[config.mk]
export PLATFORM = sky130hd
export DESIGN_NAME = xdjm_div
export DESIGN_NICKNAME = d
export VERILOG_FILES = /design/src/rtl/core/xdjm_pkg.sv /design/src/rtl/core/xdjm_div.sv
export SDC_FILE = /design/constraint.sdc
export NUM_CORES = 1
export LEC_CHECK = 0
export ABC_AREA = 1
export BUFFER_PORTS_ARGS = -buffer_cell sky130_fd_sc_hd__buf_2
export CAP_MARGIN = 20
export CORE_MARGIN = 2
export CORE_UTILIZATION = 45
export DETAILED_ROUTE_END_ITERATION = 10
export HOLD_SLACK_MARGIN = 0.08
export PLACE_DENSITY_LB_ADDON = 0.1
export SYNTH_ARGS = -nofsm -noshare
export SYNTH_HDL_FRONTEND = slang
export SYNTH_SLANG_ARGS = --single-unit
[constraint.sdc]
create_clock -name aclk -period 6.96 [get_ports aclk]
set_input_delay 0.348 -clock aclk [delete_from_list [all_inputs] [get_ports aclk]]
set_output_delay 0.348 -clock aclk [all_outputs]
set_load 0.01 [all_outputs]
[src/rtl/core/xdjm_pkg.sv]
// shared widths and defaults for the x-drive joystick mixer
package xdjm_pkg;

    localparam int AXIS_W         = 8;    // joystick axis width
    localparam int OUT_W          = 16;   // wheel speed width, percent times 256
    localparam int NUM_W          = 18;   // signed mixed numerator width
    localparam int MAG_W          = 17;   // numerator magnitude width
    localparam int DEN_W          = 9;    // |x|+|y| width
    localparam int FRAC_W         = 8;    // output fraction bits
    localparam int LANES          = 4;    // wheels
    localparam int DEF_FULL_SCALE = 100;  // default wheel limit in percent

endpackage

[src/rtl/core/xdjm_div.sv]
// pipelined restoring divider, one quotient bit per stage
module xdjm_div import xdjm_pkg::*; #(
    parameter int DW = 32,
    parameter int VW = 17,
    parameter int QW = 15
) (
    input  logic          aclk,
    input  logic [QW-1:0] en,       // load enable per stage
    input  logic [DW-1:0] dvd_i,
    input  logic [VW-1:0] dvs_i,
    input  logic          neg_i,
    output logic [QW-1:0] quo_o,
    output logic          neg_o
);

    localparam int CW = VW + QW;

    logic [CW-1:0] rem_reg [QW];
    logic [QW-1:0] quo_reg [QW];
    logic [VW-1:0] dvs_reg [QW];
    logic          neg_reg [QW];

    for (genvar j = 0; j < QW; j++) begin : g_stage
        localparam int B = QW - 1 - j;

        logic [CW-1:0] rem_in;
        logic [QW-1:0] quo_in;
        logic [VW-1:0] dvs_in;
        logic          neg_in;
        logic [CW:0]   trial;
        logic [CW-1:0] rem_next;
        logic [QW-1:0] quo_next;

        if (j == 0) begin : g_first
            assign rem_in = CW'(dvd_i);
            assign quo_in = '0;
            assign dvs_in = dvs_i;
            assign neg_in = neg_i;
        end else begin : g_rest
            assign rem_in = rem_reg[j-1];
            assign quo_in = quo_reg[j-1];
            assign dvs_in = dvs_reg[j-1];
            assign neg_in = neg_reg[j-1];
        end

        always_comb begin
            trial    = {1'b0, rem_in} - ({1'b0, CW'(dvs_in)} << B);
            rem_next = rem_in;
            quo_next = quo_in;
            // no borrow means the shifted divisor fits
            if (!trial[CW]) begin
                rem_next    = trial[CW-1:0];
                quo_next[B] = 1'b1;
            end
        end

        always_ff @(posedge aclk) begin
            if (en[j]) begin
                rem_reg[j] <= rem_next;
                quo_reg[j] <= quo_next;
                dvs_reg[j] <= dvs_in;
                neg_reg[j] <= neg_in;
            end
        end
    end

    assign quo_o = quo_reg[QW-1];
    assign neg_o = neg_reg[QW-1];

endmodule

==> impl_metrics.env <==
export IMPL_outcome="finished, final reports clean"
export IMPL_p_leak_nw=24.7
export IMPL_n_fill_cell=10212
export IMPL_clockBufferDepth=3
export IMPL_postCtsSetupBuffers=0
export IMPL_die_w_um=334
export IMPL_drtAntennaViolNets=0
export IMPL_layout_drive_gt1_share_pct=6.41
export IMPL_wirelength_mm=136
export IMPL_dp_cells=7211
export IMPL_tightest_slew_ns=1.02
export IMPL_max_freq_ghz=0.333
export IMPL_p_per_area_mw_per_mm2=379
export IMPL_grt_use_total_pct=24.5
export IMPL_drt_first_iter_violations=2662
export IMPL_dp_worst_setup_slack_ns=3.99
export IMPL_ctsHoldBuffers=50
export IMPL_rrSetupSlack_ns=3.96
export IMPL_worst_path_buf_inv=3
export IMPL_synth_net_count=6092
export IMPL_wl_per_cell_um=18.4
export IMPL_synth_compound_area_share_pct=5.47
export IMPL_async_reset_ff_share_pct=0
export IMPL_cts_sinks=821
export IMPL_ys_types=46
export IMPL_setup_viol=0
export IMPL_clk_latency_ns=0.68
export IMPL_overflow=0
export IMPL_critical_path_top_delay_family="buffers and inverters"
export IMPL_grt_pass1_vias=35833
export IMPL_cp_data_required_time_ns=7.35
export IMPL_skew_ns=0.0290
export IMPL_clk_pin_slew_worst_paths_ns=0.06
export IMPL_cts_tree="yes"
export IMPL_synthMuxAreaShare_pct=0
export IMPL_peakVddDrop_mv=0.198
export IMPL_drtPass1Iterations=6
export IMPL_cp_start_kind="flop"
export IMPL_synth_xor_area_share_pct=2.80
export IMPL_cp_slowest_stage_delay_ns=0.51
export IMPL_fin_crit_sh_pct=43.1
export IMPL_synth_top_area_cell="edfxtp_1"
export IMPL_synthTopCellsByArea="edfxtp_1, nand2_1, inv_1"
export IMPL_antenna_cells=0
export IMPL_critPathArrivalTime_ns=3.39
export IMPL_cp_depth=10
export IMPL_hold_class="in -> reg"
export IMPL_slew_headroom_pct=31.8
export IMPL_ys_seq_elements=821
export IMPL_vias=37202
export IMPL_h_tree_depth=3
export IMPL_synth_edf_count=821
export IMPL_synthCells=5758
export IMPL_io_buffers=81
export IMPL_synth_top_area_share_pct=50.4
export IMPL_whs_path_depth=3
export IMPL_slowest_stage="inv_2"
export IMPL_period_minus_slack_ns=3.00
export IMPL_die_h_um=334
export IMPL_timing_hold_ws_ns=0.142
export IMPL_final_critical_path_setup_slack_ns=3.96
export IMPL_synthAdderAreaFrac_pct=7.08
export IMPL_synth_top_family_by_area="simple AND/OR/NAND/NOR gates"
export IMPL_num_io_pins=82
export IMPL_ys_flop_type="edfxtp_1"
export IMPL_start_util_pct=45.5
export IMPL_r2r_cells=10
export IMPL_grt_first_pass_wirelength_mm=209
export IMPL_fin_cells=7426
export IMPL_fin_setup_tns_ns=0
export IMPL_placed_area_sq_mm=0.0507
export IMPL_grt_antenna_before_repair=1
export IMPL_drc_errors=0
export IMPL_rsz0062_at_grt="no"
export IMPL_rows=120
export IMPL_cts_resized=0
export IMPL_cp_end_kind="flop"
export IMPL_dieArea_sq_mm=0.111
export IMPL_root_buffer="clkbuf_16"
export IMPL_viasPerCell=5.01
export IMPL_dp_hpwl_mm=107
export IMPL_crit_type="reg -> reg"
export IMPL_crit_chain="inv_1, ha_1, inv_1, fa_1, a21oi_1, o21ai_1, nand2_1, nand3_2, inv_2, a21oi_1"
export IMPL_synthSimpleGateAreaFrac_pct=25.5
export IMPL_yosysSeqAreaShare_pct=50.4
export IMPL_final_max_slew_viol_count=0
export IMPL_finalNetCount=6286
export IMPL_cts_made_buffers=92
export IMPL_fp_coreArea_sq_mm=0.107
export IMPL_grt_max_degree=65
export IMPL_avgSynthCellArea_sq_um=8.49
export IMPL_area_delta_synth_final_pct=10.9
export IMPL_finalInstanceArea_sq_mm=0.0542
export IMPL_place_congestion=0.951
export IMPL_crit_fanout=21
export IMPL_largest_reg_flops=448
export IMPL_finalHoldViolCount=0
export IMPL_synth_warning_count=0
export IMPL_cap_violations=0
export IMPL_synth_area_sq_mm=0.0489
## where the power goes
part           switching [W]  total [W]  internal, W
registers           0.000889    0.00768      0.00679
clock network        0.00206    0.00498      0.00292
logic                0.00520    0.00787      0.00268
## stage by stage
stage	power [W]	utilization (%)
floorplan	0.0131	-
global placement	0.0156	47.2
detailed placement	0.0156	47.2
CTS	0.0206	50.5
global route	0.0220	50.5
finish	0.0205	50.5
## per-layer routing
| layer | part of all wire [%] | global-route usage [%] |
|---|---|---|
| met1 | 44 | 31.5 |
| met2 | 50 | 43.8 |
| met3 | 4.1 | 2.64 |
| met4 | 2.5 | 6.77 |
| met5 | 0 | 0 |
## cell type report
class                   count  area [sq um]  area share (%)
clock buffers             111          2370            4.38
clock inverters            54           667            1.23
inverters                1006          3780            6.98
multi-input cells        3884         20000            36.8
flip-flops and latches    821         24700            45.5
well taps                1403          1760            3.24
repair buffers            147          1030            1.89
## cell families after synthesis
kind of cell / count (synthesis)
AO/OA/AOI/OAI: 475
XOR/XNOR: 156
adder cells (fa/ha/maj): 268
buffers and inverters: 1053
flip-flops: 821
AND/OR/NAND/NOR: 2985
## worst min-delay path, cell delays in order
cell     delay (ns)
buf_2          0.11
nand2_1        0.05
o21ai_1        0.15
## Yosys cell counts (3+ instances only)
| master | instances |
|---|---|
| buf_6 | 32 |
| a21o_1 | 3 |
| or2_2 | 10 |
| nand2_2 | 34 |
| edfxtp_1 | 821 |
| inv_1 | 992 |
| nand4_1 | 65 |
| nor2_1 | 410 |
| nand2_1 | 1969 |
| fa_1 | 14 |
| nor3_2 | 6 |
| nand3_2 | 7 |
| o21ai_2 | 18 |
| ha_1 | 254 |
| inv_4 | 3 |
| a21oi_1 | 251 |
| buf_4 | 13 |
| inv_2 | 11 |
| and2_1 | 10 |
| nand3b_1 | 56 |
| a21oi_2 | 34 |
| o21bai_1 | 15 |
| o21ai_0 | 103 |
| xor2_1 | 96 |
| nor2_2 | 18 |
| o21ai_1 | 44 |
| nor4_1 | 12 |
| nor3_1 | 53 |
| nand3_1 | 317 |
| nand2_4 | 4 |
| xnor2_1 | 60 |
## layout by cell type (no fill, tap or decap), types with 11 or more instances in the layout
| cell type | netlist | routed |
|---|---|---|
| dlygate4sd3_1 | 0 | 50 |
| nand4_1 | 65 | 65 |
| inv_2 | 11 | 11 |
| bufinv_16 | 0 | 13 |
| nor2_1 | 410 | 410 |
| buf_2 | 1 | 81 |
| o21ai_2 | 18 | 18 |
| nor4_1 | 12 | 12 |
| nand2_1 | 1969 | 1969 |
| clkinv_1 | 0 | 14 |
| buf_4 | 13 | 16 |
| clkbuf_1 | 0 | 19 |
| o21ai_1 | 44 | 44 |
| xnor2_1 | 60 | 60 |
| clkinv_2 | 0 | 13 |
| nor3_1 | 53 | 53 |
| nor2_2 | 18 | 18 |
| o21ai_0 | 103 | 103 |
| xor2_1 | 96 | 96 |
| a21oi_2 | 34 | 34 |
| nand3_1 | 317 | 317 |
| clkbuf_16 | 0 | 92 |
| edfxtp_1 | 821 | 821 |
| a21oi_1 | 251 | 251 |
| fa_1 | 14 | 14 |
| inv_1 | 992 | 992 |
| nand3b_1 | 56 | 56 |
| o21bai_1 | 15 | 15 |
| ha_1 | 254 | 254 |
| nand2_2 | 34 | 34 |
## path summary, 6_finish.rpt
kind                                   from                        end
setup / recovery  rem_reg[0][106]$_DFFE_PP_  rem_reg[0][159]$_DFFE_PP_
hold / removal                    dvd_i[21]   rem_reg[0][21]$_DFFE_PP_
setup reg to reg  rem_reg[0][106]$_DFFE_PP_  rem_reg[0][159]$_DFFE_PP_
hold reg to reg     neg_reg[0][5]$_DFFE_PP_    neg_reg[0][6]$_DFFE_PP_
Power figures use the tool's default switching activity.
